===== src/hw/rtl/keyed_index_with_free_slot_stack_core_defines.svh =====
// ----------------------------------------------------------------------------
// Keyed index core assertion macros
// Shared concurrent assertion forms, sampled on clk_i, off while rst_ni is low.
// ----------------------------------------------------------------------------
`ifndef KEYED_INDEX_WITH_FREE_SLOT_STACK_CORE_DEFINES_SVH
`define KEYED_INDEX_WITH_FREE_SLOT_STACK_CORE_DEFINES_SVH

// condition holds at every edge
`define KIFS_ASSERT_ALWAYS(lbl, cond, msg) \
  lbl: assert property (@(posedge clk_i) disable iff (!rst_ni) (cond)) else $error(msg);

// consequent holds in the cycle after antecedent
`define KIFS_ASSERT_NEXT(lbl, ante, cons, msg) \
  lbl: assert property (@(posedge clk_i) disable iff (!rst_ni) (ante) |=> (cons)) \
    else $error(msg);

`endif


===== src/hw/rtl/kifs_pkg.sv =====
// ----------------------------------------------------------------------------
// kifs_pkg
// Types and constants shared by the keyed index controller and datapath.
// ----------------------------------------------------------------------------
`default_nettype none

package kifs_pkg;

  localparam int unsigned CMD_W   = 2;
  localparam int unsigned KEY_W   = 31;
  localparam int unsigned LEN_W   = 8;
  localparam int unsigned SLOT_W  = 10;
  localparam int unsigned OFF_W   = 32;
  localparam int unsigned SIZE_W  = 10;

  localparam logic [SIZE_W-1:0] FIXED_BYTES  = SIZE_W'(20);
  localparam logic [OFF_W-1:0]  RESET_OFFSET = OFF_W'(4);

  localparam logic [CMD_W-1:0] CMD_INSERT = 2'd0;
  localparam logic [CMD_W-1:0] CMD_SEARCH = 2'd1;
  localparam logic [CMD_W-1:0] CMD_DELETE = 2'd2;

  typedef enum logic [1:0] {
    ST_OK       = 2'd0,
    ST_DUP      = 2'd1,
    ST_NOTFOUND = 2'd2,
    ST_FULL     = 2'd3
  } status_e;

  typedef enum logic [1:0] {
    CTL_IDLE,
    CTL_SCAN,
    CTL_DECIDE
  } ctl_state_e;

  typedef struct packed {
    logic load;
    logic scan;
    logic decide;
  } ctl_cmd_t;

  typedef struct packed {
    logic match;
    logic scan_end;
    logic used_zero;
  } dp_stat_t;

endpackage

`default_nettype wire


===== src/hw/rtl/kifs_ctrl.sv =====
// ----------------------------------------------------------------------------
// kifs_ctrl
// Sequencer: load the word, scan the table unless it was never filled, then resolve the command.
// ----------------------------------------------------------------------------
`default_nettype none

module kifs_ctrl import kifs_pkg::*; (
  input  logic     clk_i,
  input  logic     rst_ni,
  input  logic     start_i,
  input  dp_stat_t stat_i,
  output logic     busy_o,
  output ctl_cmd_t ctl_o
);

  ctl_state_e state_q, state_d;

  always_ff @(posedge clk_i or negedge rst_ni) begin
    if (!rst_ni) begin
      state_q <= CTL_IDLE;
    end else begin
      state_q <= state_d;
    end
  end

  always_comb begin
    state_d = state_q;
    ctl_o   = '0;
    busy_o  = (state_q != CTL_IDLE);
    unique case (state_q)
      CTL_IDLE: begin
        if (start_i) begin
          ctl_o.load = 1'b1;
          state_d    = stat_i.used_zero ? CTL_DECIDE : CTL_SCAN;
        end
      end
      CTL_SCAN: begin
        ctl_o.scan = 1'b1;
        if (stat_i.match || stat_i.scan_end) begin
          state_d = CTL_DECIDE;
        end
      end
      CTL_DECIDE: begin
        ctl_o.decide = 1'b1;
        state_d      = CTL_IDLE;
      end
      default: begin
        state_d = CTL_IDLE;
      end
    endcase
  end

endmodule

`default_nettype wire


===== config.mk =====
export PLATFORM = sky130hd
export DESIGN_NAME = kifs_ctrl
export DESIGN_NICKNAME = d
export VERILOG_FILES = /design/src/hw/rtl/keyed_index_with_free_slot_stack_core_defines.svh /design/src/hw/rtl/kifs_pkg.sv /design/src/hw/rtl/kifs_ctrl.sv
export SDC_FILE = /design/constraint.sdc
export NUM_CORES = 1
export LEC_CHECK = 0
export ABC_AREA = 1
export BUFFER_PORTS_ARGS = -buffer_cell sky130_fd_sc_hd__clkbuf_2
export CAP_MARGIN = 20
export CORE_AREA = 2 2 39 41
export CTS_CLUSTER_DIAMETER = 150
export DETAILED_ROUTE_END_ITERATION = 8
export DIE_AREA = 0 0 41 43
export MAX_ROUTING_LAYER = met4
export PLACE_DENSITY_LB_ADDON = 0.1
export REMOVE_ABC_BUFFERS = 1
export SYNTH_ARGS = -nofsm -noshare
export SYNTH_HDL_FRONTEND = slang
export SYNTH_SLANG_ARGS = --single-unit

===== constraint.sdc =====
create_clock -name clk_i -period 1.7 [get_ports clk_i]
set_input_delay 0.085 -clock clk_i [delete_from_list [all_inputs] [get_ports clk_i]]
set_output_delay 0.085 -clock clk_i [all_outputs]
set_load 0.02 [all_outputs]

* Word-level counts from Yosys, hierarchy flattened
Index checks and enable logic that the tools add are counted.
Widths: inputs -> output; s select.
** Word-level totals
- Word-level logic and storage cells :: 17
- Output and inout bits :: 4
- Register bits :: 2
** Cells by class
- Equal/unequal tests :: 4
- Reduce and logical (&&, ||, !) cells :: 4
- Muxes and demuxes :: 8
** Operators with widths (count)
- $mux 2 :: 3
- $mux 1 :: 4
- $ne 2x2->1 const B :: 2
- $pmux 2 s2 :: 1
- $eq 2x1->1 const B :: 1
- $eq 2x2->1 const B :: 1
- $logic_not 2->1 :: 1
- $reduce_and 2->1 :: 1
- $reduce_bool 2->1 :: 1
- $logic_or 1x1->1 :: 1

* Depth between registers and ports, before layout
Gate-level depths: netlist of the first run.
- Depth after elaboration :: 3
- Depth in mapped cells :: 5
- Mapped depth without buffers :: 5

* Worst setup path before layout of the first run
No wires, ideal clock.
- Kind :: register to register
- Start :: reg state_q[1]
- End :: reg state_q[1]
- Stages on the path, launching flop included :: 5
- Arrival :: 0.755 ns
- Required time :: 1.578 ns
- Slack :: 0.823 ns
- Path buffers :: 0
- Path through :: dfrtp_1 > nor2_4 > nand2_2 > nand2_2 > nor2_2
** On the way
- Word-level cells in the longest chain between the ends :: 3
** Ends and longest elaborated chain
- start, declared :: line kifs_ctrl.sv:16 : ctl_state_e state_q, state_d;
- start signal, assigned :: line kifs_ctrl.sv:22 : state_q <= state_d;
- $eq 2x1->1 / $logic_not 2->1 (equally long branches) :: line kifs_ctrl.sv:30 : unique case (state_q)
- $ne 2x2->1 (no line)
- $reduce_and 2->1 (no line)
Several ways; a longest one is shown, not always the timed one.
A chain may end at the register's enable or synchronous reset.

==> flow_summary_export.csv, run 1 <==
group,metric,value,unit
status,status,"finished, final reports clean",
cts,cts_buffers,3,
power,power.switching,0.0913,mW
drt,wirelength,326,um
synthesis,synth_seq_cells,2,
place,hpwlAfterDp,290,um
place,numPortBuffers,9,
sta,skew,0.000685,ns
sta,slew_viol_final,0,
cts,htree_num_levels,1,
cts,clock_latency,0.22,ns
layout,n_fill_cell,174,
floorplan,rows,14,
setup_path,setup.worst_path.end_class,"output pin",
synthesis,synth_top_area_share,38.5,%
setup_path,worstSetupStartpointType,"register",
synthesis,yosysWarnings,0,
power,pwr-share-seq,25.9,%
layout,largest_register_ffs,2,
global_route,grt_pass1_wl,579,um
power,p_leak,0.132,nW
synthesis,synth_ff_type,"dfrtp_1",
cts,post-cts-setup-buffers,0,
setup_path,endpoint,"ctl_o[2]",
global_route,antenna_found_initial,0,
drt,drc,0,
cts,holdBufCountCts,1,
synthesis,synth_top_area_cell,"dfrtp_1",
synthesis,ys_async_sr_fraction,100,%
drt,ant_nets,0,
synthesis,yosys-top-cells-area,"dfrtp_1, inv_1, nand2_2, nor2_2, nor2_4",
setup_path,cp_max_fo,4,
layout,reg_top3,"state_q x2",
drt,wire_per_inst,6.94,um
sta,finalSetupViolCount,0,
drt,vias_per_cell,3.15,
setup_path,path_class,"register to output pin",
floorplan,initial_core_util,9.40,%
power,p_clk_share,39.6,%
cts,cts_tree,"yes",
global_route,grt_max_degree,5,
layout,drive_above_1_share,58.1,%
power,p_comb_share,34.5,%
floorplan,die_area,1760,um2
synthesis,synth_most_common_cell,"inv_1",
setup_path,r2r_slack,0.84,ns
synthesis,ys_types,10,
sta,timing.final.crit_share,68.3,%
layout,area_delta_synth_final,75.0,%
sta,final_hold_viol_count,0,
setup_path,required,1.62,ns
drt,drt-initial-drc-count,2,
setup_path,crit_start,"state_q[0]$_DFFE_PN0P_",
floorplan,pin_count,10,
layout,fin_nets,39,
setup_path,rr_startpoint,"state_q[0]$_DFFE_PN0P_",
cts,postCtsResizedCells,0,
synthesis,synth_edf_count,0,
sta,fin_tns_setup,0,ns
place,gp_congestion,0.625,
sta,slew_headroom,86.3,%
power,p_sw_share,35.4,%
synthesis,ys_seq_area_share,38.5,%
sta,finalCriticalPeriod,1.16,ns
drt,vias,148,
setup_path,worstReg2RegEnd,"state_q[1]$_DFFE_PN0P_",
global_route,grt_pass1_vias,148,
setup_path,worst-endpoint-arrival,1.08,ns
floorplan,coreArea,1380,um2
run,maxCapViolCount,0,
synthesis,syn_inst,18,
global_route,gr-total-overflow,0,
global_route,grtUsageTotal,6.27,%
power,max-vdd-ir-drop,0.227,mV
power,p_per_area,1130,nW/um2
power,total_power,0.258,mW
floorplan,die_w,41,um
synthesis,synth_area,130,um2
layout,diodes,0,
sta,rsz0062_at_grt,"no",
synthesis,synth_area_per_cell,7.23,um2
cts,clkSlewWorstSetupHoldPaths,0.03,ns
floorplan,dieHeight,43,um
setup_path,reg2reg_depth,4,
power,internal_power,0.166,mW
sta,worstMarginPinSlew,0.203,ns
layout,largest-register,"state_q",
cts,clockBufferDepth,2,
cts,clock-root-buffer,"clkbuf_4",
sta,fmax,0.861,GHz
drt,drtPass1Iterations,2,
cts,cts_num_sinks,2,
min_path,hp-class,"primary input to register",
[metal layers]
metal	track usage (%)	share of wire, %	vias to the layer above
met5	-	0	-
met1	4.17	32	66
met2	7.50	60	4
li1	-	-	78
met4	10.0	0	0
met3	4.71	7.1	0
[logic make-up (layout without fill, tap and decap cells)]
family,Yosys count,in the layout,share of synthesized area [%]
AOI/OAI and AO/OA,2,2,7.68
buffers and inverters,5,18,14.4
DFF,2,2,38.5
and+or+nand+nor,9,9,39.4
[stage by stage]
stage / hold slack, ns / setup WS, ns / utilization [%] / instance area, um2 / cells
after global routing: 0.0482 / 0.434 / 16.5 / 228 / 47
after CTS: 0.0567 / 0.513 / 16.5 / 228 / 47
after detailed placement: -0.123 / 0.756 / 14.1 / 195 / 43
after floorplan: -0.211 / 0.823 / - / 130 / 18
after global placement: -0.128 / 0.772 / 14.1 / 195 / 43
final: 0.0594 / 0.539 / 16.5 / 228 / 47
[critical path, cell delays in order (launching register included)]
cell and delay (ns):
dfrtp_1 0.40, nor2_2 0.16, nand2_1 0.08, inv_1 0.05, clkbuf_2 0.15
[cells in the final DEF (no fill, tap or decap)]
cell and count:
clkbuf_2 9, clkbuf_4 3, dfrtp_1 2, dlygate4sd3_1 1, inv_1 4, inv_2 1
nand2_1 2, nand2_2 2, nor2_1 2, nor2_2 2, nor2_4 1, o21ai_0 1
o21ai_1 1
[worst min-delay path by stage]
| stage | start | slack, ns | cells past startpoint | to |
|---|---|---|---|---|
| detailed placement | rst_ni | -0.12 | 1 | state_q[1]$_DFFE_PN0P_ |
| CTS | stat_i[0] | 0.06 | 2 | state_q[0]$_DFFE_PN0P_ |
| floorplan | rst_ni | -0.21 | 0 | state_q[0]$_DFFE_PN0P_ |
| global route | stat_i[0] | 0.05 | 2 | state_q[0]$_DFFE_PN0P_ |
| finish | stat_i[0] | 0.06 | 2 | state_q[0]$_DFFE_PN0P_ |
| global placement | rst_ni | -0.13 | 1 | state_q[1]$_DFFE_PN0P_ |
[power by group through the flow]
stage / combinational [mW] / clock, mW / sequential [mW]
after global routing: 0.101 / 0.122 / 0.0678
after detailed placement: 0.0896 / 0 / 0.0672
after global placement: 0.0897 / 0 / 0.0674
after floorplan: 0.0607 / 0 / 0.0658
final: 0.0888 / 0.102 / 0.0669
after CTS: 0.0916 / 0.109 / 0.0667
[layout make-up]
class                      instances  area [um2]  area share [%]
sequential                         2        50.0            22.0
timing repair buffer              10        55.1            24.2
multi-input combinational         11        61.3            26.9
inverter                           5        18.8            8.24
tap                               16        20.0            8.79
clock buffer                       3        22.5            9.89
No activity file was read; power rests on OpenSTA's default activity.
==> inputs of run 2 (changes only) <==
==> constraint.sdc (replaced) <==
create_clock -name clk_i -period 0.99 [get_ports clk_i]
set_input_delay 0.0495 -clock clk_i [delete_from_list [all_inputs] [get_ports clk_i]]
set_output_delay 0.0495 -clock clk_i [all_outputs]
set_load 0.02 [all_outputs]
==> run 2 against run 1 <==
Net effect:
- the flow now finishes with violations (setup timing)
- largest cell class is now buffers
- register-to-register slack got worse by 0.89 ns
- first-iteration DRC count fell by 100%
- sequential share of layout area fell by 4.8 points
- sequential power rose by 73%
- cell count rose by 8.5%
- wire length rose by 17%
- combinational power rose to 2.9 times the previous value
- via count rose by 12%
==> flow_summary_export.csv, run 2 (synthesis gave the netlist of run 1 again) <==
group,metric,value,unit
status,status,"finished with violations",
status,violations,"setup timing",
sta,final_hold_viol_count,0,
setup_path,worstSetupStartpointType,"register",
floorplan,die_w,41,um
layout,layout_common_cells,"clkbuf_2, buf_4, inv_1, nand2_2, clkbuf_4",
sta,fin_tns_setup,-0.211,ns
min_path,hold_path_depth,2,
setup_path,reg2reg_depth,6,
cts,clock_latency,0.22,ns
floorplan,die_area,1760,um2
layout,fin_util,21.6,%
setup_path,required,0.94,ns
sta,rsz0062_at_grt,"yes",
place,numPortBuffers,9,
sta,timing.final.crit_share,108,%
setup_path,setup.worst_path.end_class,"output pin",
drt,wirelength,380,um
setup_path,worst-endpoint-arrival,1.02,ns
floorplan,rows,14,
drt,vias,166,
floorplan,initial_core_util,9.40,%
place,place_inst,43,
power,p_per_area,1850,nW/um2
min_path,worstHoldStart,"stat_i[0]",
drt,vias_per_cell,3.25,
drt,wire_per_inst,7.45,um
drt,ant_nets,0,
global_route,grtUsageTotal,6.48,%
run,maxCapViolCount,0,
min_path,hold_path_end,"state_q[0]$_DFFE_PN0P_",
setup_path,path_class,"register to output pin",
sta,whs,0.0227,ns
power,p_leak,0.159,nW
setup_path,crit_chain,"nor2_4, nand2_2, inv_2, buf_8",
floorplan,pin_count,10,
setup_path,rr_startpoint,"state_q[1]$_DFFE_PN0P_",
min_path,hp-class,"primary input to register",
layout,fin_nets,43,
cts,clkSlewWorstSetupHoldPaths,0.03,ns
cts,cts_num_sinks,2,
sta,finalCriticalPeriod,1.07,ns
sta,slew_viol_final,0,
setup_path,r2r_slack,-0.05,ns
sta,worstMarginPinSlew,0.187,ns
cts,clockBufferDepth,2,
global_route,antenna_found_initial,0,
sta,finalSetupViolCount,4,
global_route,grt_pass1_wl,600,um
layout,largest-register,"state_q",
setup_path,slowest_delay,0.43,ns
layout,diodes,0,
layout,n_fill_cell,164,
layout,largest_register_ffs,2,
power,max-vdd-ir-drop,0.376,mV
cts,clock-root-buffer,"clkbuf_4",
global_route,grt_max_degree,5,
global_route,gr-total-overflow,0,
cts,cts_buffers,3,
sta,skew,0.00262,ns
sta,slew_headroom,87.4,%
cts,htree_num_levels,1,
setup_path,cp_max_fo,4,
layout,area_delta_synth_final,130,%
drt,drt-initial-drc-count,0,
layout,reg_top3,"state_q x2",
layout,drive_above_1_share,74.3,%
drt,drc,0,
setup_path,cp_slowest_cell,"dfrtp_2",
place,gp_congestion,0.572,
sta,fmax,0.937,GHz
cts,cts_tree,"yes",
sta,fin_ws,-0.0771,ns
floorplan,coreArea,1380,um2
global_route,grt_pass1_vias,162,
drt,drtPass1Iterations,1,
layout,fin_cells,51,
setup_path,worstReg2RegEnd,"state_q[1]$_DFFE_PN0P_",
floorplan,dieHeight,43,um
power,total_power,0.553,mW
place,hpwlAfterDp,289,um
run 2: cell count changes in the layout (fill, tap and decap cells not counted), sizes merged:
cell / delta
buf: +8
clkbuf: -4
run 2: worst max-delay path: cells and delay by family, from the launching register on:
| family | cells | cell delay [ns] |
|---|---|---|
| DFF | 1 | 0.43 |
| and+or+nand+nor | 2 | 0.21 |
| buffers and inverters | 2 | 0.16 |
run 2: how the worst max path moves through the flow:
stage          slack, ns                    from                      to
6_report           -0.08  state_q[0]$_DFFE_PN0P_                ctl_o[2]
5_1_grt            -0.14  state_q[0]$_DFFE_PN0P_                ctl_o[2]
4_1_cts            -0.12  state_q[1]$_DFFE_PN0P_                ctl_o[2]
3_5_place_dp        0.09  state_q[0]$_DFFE_PN0P_                ctl_o[2]
3_3_place_gp         0.1  state_q[0]$_DFFE_PN0P_                ctl_o[2]
2_1_floorplan       0.11  state_q[1]$_DFFE_PN0P_  state_q[1]$_DFFE_PN0P_
run 2: final cells by class:
class	count	area (um2)	area share, %
clock buffer	3	22.5	7.53
sequential	2	51.3	17.2
timing repair buffer	14	114	38.1
tap	16	20.0	6.69
inverter	5	18.8	6.28
multi-input combinational	11	72.6	24.3
run 2: where the power goes:
group / leakage [nW] / internal (mW) / switching (mW) / total (mW)
registers: 0.0245 / 0.0970 / 0.0188 / 0.116
clock network: 0.0138 / 0.134 / 0.0442 / 0.178
logic: 0.121 / 0.137 / 0.123 / 0.260
run 2: metal layers:
| layer | wire length, um | up-vias | track usage (%) |
|---|---|---|---|
| met5 | 0 | - | - |
| met4 | 0 | 0 | 10.0 |
| met3 | 15 | 0 | 4.71 |
| met2 | 261 | 4 | 8.13 |
| met1 | 104 | 77 | 4.18 |
| li1 | - | 85 | - |
run 2: what timing repair did:
action	in CTS	in global routing
resized for setup	4	12
setup endpoints to repair	4	6
buffers inserted	3	1
hold buffers	1	0
endpoints found under the hold margin	2	0
pin swaps	3	3
run 2: stage by stage:
stage	instance area, um2	worst slack, ns
3_5_place_dp	195	0.0896
2_1_floorplan	130	0.113
5_1_grt	299	-0.140
6_report	299	-0.0771
3_3_place_gp	195	0.0973
4_1_cts	268	-0.121
==> inputs of run 3 (changes only) <==
--- a/config.mk
+++ b/config.mk
@@ -15,6 +15,7 @@
 export MAX_ROUTING_LAYER = met4
 export PLACE_DENSITY_LB_ADDON = 0.1
 export REMOVE_ABC_BUFFERS = 1
+export SETUP_SLACK_MARGIN = 0.2
 export SYNTH_ARGS = -nofsm -noshare
 export SYNTH_HDL_FRONTEND = slang
 export SYNTH_SLANG_ARGS = --single-unit
==> constraint.sdc (replaced) <==
create_clock -name clk_i -period 1.2 [get_ports clk_i]
set_input_delay 0.06 -clock clk_i [delete_from_list [all_inputs] [get_ports clk_i]]
set_output_delay 0.06 -clock clk_i [all_outputs]
set_load 0.1 [all_outputs]
==> run 3 against run 2 <==
Net effect:
- the flow now finishes without violations
- sequential share of layout area down 2.3 points
- first-iteration DRC count up 3
- total power grew 23%
- core utilization is 2.7 points higher
- global-route usage shrank 0.21 points
- critical path depth is the same
- highest routed layer unchanged
==> flow_summary_export.csv, run 3 (synthesis gave the netlist of run 1 again) <==
group,metric,value,unit
drt,drtPass1Iterations,2,
drt,wirelength,389,um
sta,skew,0.00612,ns
global_route,grt_pass1_vias,168,
setup_path,critPathTopFamily,"flip-flops",
floorplan,dieHeight,43,um
place,hpwlAfterDp,283,um
global_route,gr-total-overflow,0,
floorplan,rows,14,
layout,area_delta_synth_final,159,%
place,gp_congestion,0.631,
setup_path,slowest_delay,0.39,ns
cts,clock-root-buffer,"clkbuf_4",
layout,largest_register_ffs,2,
cts,clock_latency,0.23,ns
layout,fin_nets,45,
run,maxCapViolCount,0,
setup_path,crit_chain,"nor2_2, nand2_1, inv_2, buf_12",
global_route,grtUsageTotal,6.28,%
status,status,"finished, final reports clean",
drt,drt-initial-drc-count,3,
cts,clkSlewWorstSetupHoldPaths,0.03,ns
layout,drive_above_1_share,73.0,%
place,place_inst,43,
drt,wire_per_inst,7.34,um
layout,n_fill_cell,153,
setup_path,cp_slowest_cell,"dfrtp_1",
cts,clockBufferDepth,2,
sta,whs,0.0440,ns
setup_path,worst-endpoint-arrival,1.08,ns
place,preCtsSetupSlack,0.203,ns
sta,finalSetupViolCount,0,
place,numPortBuffers,9,
power,max-vdd-ir-drop,0.382,mV
drt,vias_per_cell,3.26,
sta,finalCriticalPeriod,1.14,ns
global_route,grt_pass1_wl,586,um
sta,slew_headroom,86.9,%
sta,rsz0062_at_grt,"yes",
cts,cts_buffers,3,
global_route,antenna_found_initial,0,
floorplan,pin_count,10,
sta,fmax,0.879,GHz
cts,cts_num_sinks,2,
drt,drc,0,
floorplan,die_w,41,um
cts,htree_num_levels,1,
global_route,grt_max_degree,5,
setup_path,r2r_slack,0.14,ns
min_path,hp-class,"primary input to register",
drt,ant_nets,0,
layout,seqCellArea,50.0,um2
floorplan,initial_core_util,9.40,%
power,p_per_area,2020,nW/um2
layout,fin_cells,53,
sta,fin_ws,0.0627,ns
floorplan,die_area,1760,um2
sta,timing.final.crit_share,94.8,%
layout,diodes,0,
setup_path,worstSetupStartpointType,"register",
sta,slew_viol_final,0,
place,dpl-instance-area,255,um2
layout,layout_common_cells,"buf_4, clkbuf_2, buf_12, inv_2, clkbuf_4",
power,p_leak,0.178,nW
setup_path,cp_max_fo,3,
cts,cts_tree,"yes",
layout,final_common_cell,"buf_4",
sta,worstMarginPinSlew,0.194,ns
setup_path,required,1.14,ns
layout,final_area,337,um2
floorplan,coreArea,1380,um2
drt,vias,173,
setup_path,crit_buf_inv,2,
layout,multi_input_area,65.1,um2
sta,fin_tns_setup,0,ns
layout,reg_top3,"state_q x2",
sta,final_hold_viol_count,0,
layout,largest-register,"state_q",
setup_path,path_class,"register to output pin",
setup_path,setup.worst_path.end_class,"output pin",
[run 3: cell type report]
cell class                      count  area share (%)
Timing Repair Buffer               16            47.6
Tap cell                           16            5.95
Multi-Input combinational cell     11            19.3
Clock buffer                        3            6.69
Inverter                            5            5.58
Sequential cell                     2            14.9
[run 3: metrics by stage]
| step | utilization [%] | total power [mW] |
|---|---|---|
| 2_1_floorplan | - | 0.337 |
| 3_3_place_gp | 18.4 | 0.475 |
| 3_5_place_dp | 18.4 | 0.476 |
| 4_1_cts | 23.0 | 0.673 |
| 5_1_grt | 24.3 | 0.705 |
| 6_report | 24.3 | 0.680 |
[run 3: path summary, 6_finish.rpt]
path | start | endpoint | depth (start not counted)
max | state_q[1]$_DFFE_PN0P_ | ctl_o[2] | 4
min | stat_i[0] | state_q[0]$_DFFE_PN0P_ | 2
max reg2reg | state_q[1]$_DFFE_PN0P_ | state_q[0]$_DFFE_PN0P_ | 5
min reg2reg | state_q[1]$_DFFE_PN0P_ | state_q[1]$_DFFE_PN0P_ | 3
max in group asynchronous | rst_ni | state_q[0]$_DFFE_PN0P_ | 2
min in group asynchronous | rst_ni | state_q[1]$_DFFE_PN0P_ | 2
[run 3: power by group]
| part | switching, mW | internal [mW] | leakage [nW] |
|---|---|---|---|
| Sequential | 0.0112 | 0.0792 | 0.0260 |
| Clock | 0.0385 | 0.110 | 0.0138 |
| Combinational | 0.270 | 0.171 | 0.138 |
[run 3: timing repair]
action	4_1_cts	5_1_grt
buffers inserted	4	2
endpoints found under the setup margin	4	6
resized for setup	2	1
hold endpoints to repair	2	0
pin swaps	2	0
hold buffers	1	0
[run 3: per-layer routing]
layer / GRT usage, % / wire length [um]
met1: 2.89 / 119
met4: 10.0 / 0
met2: 9.69 / 249
met5: - / 0
met3: 3.14 / 20
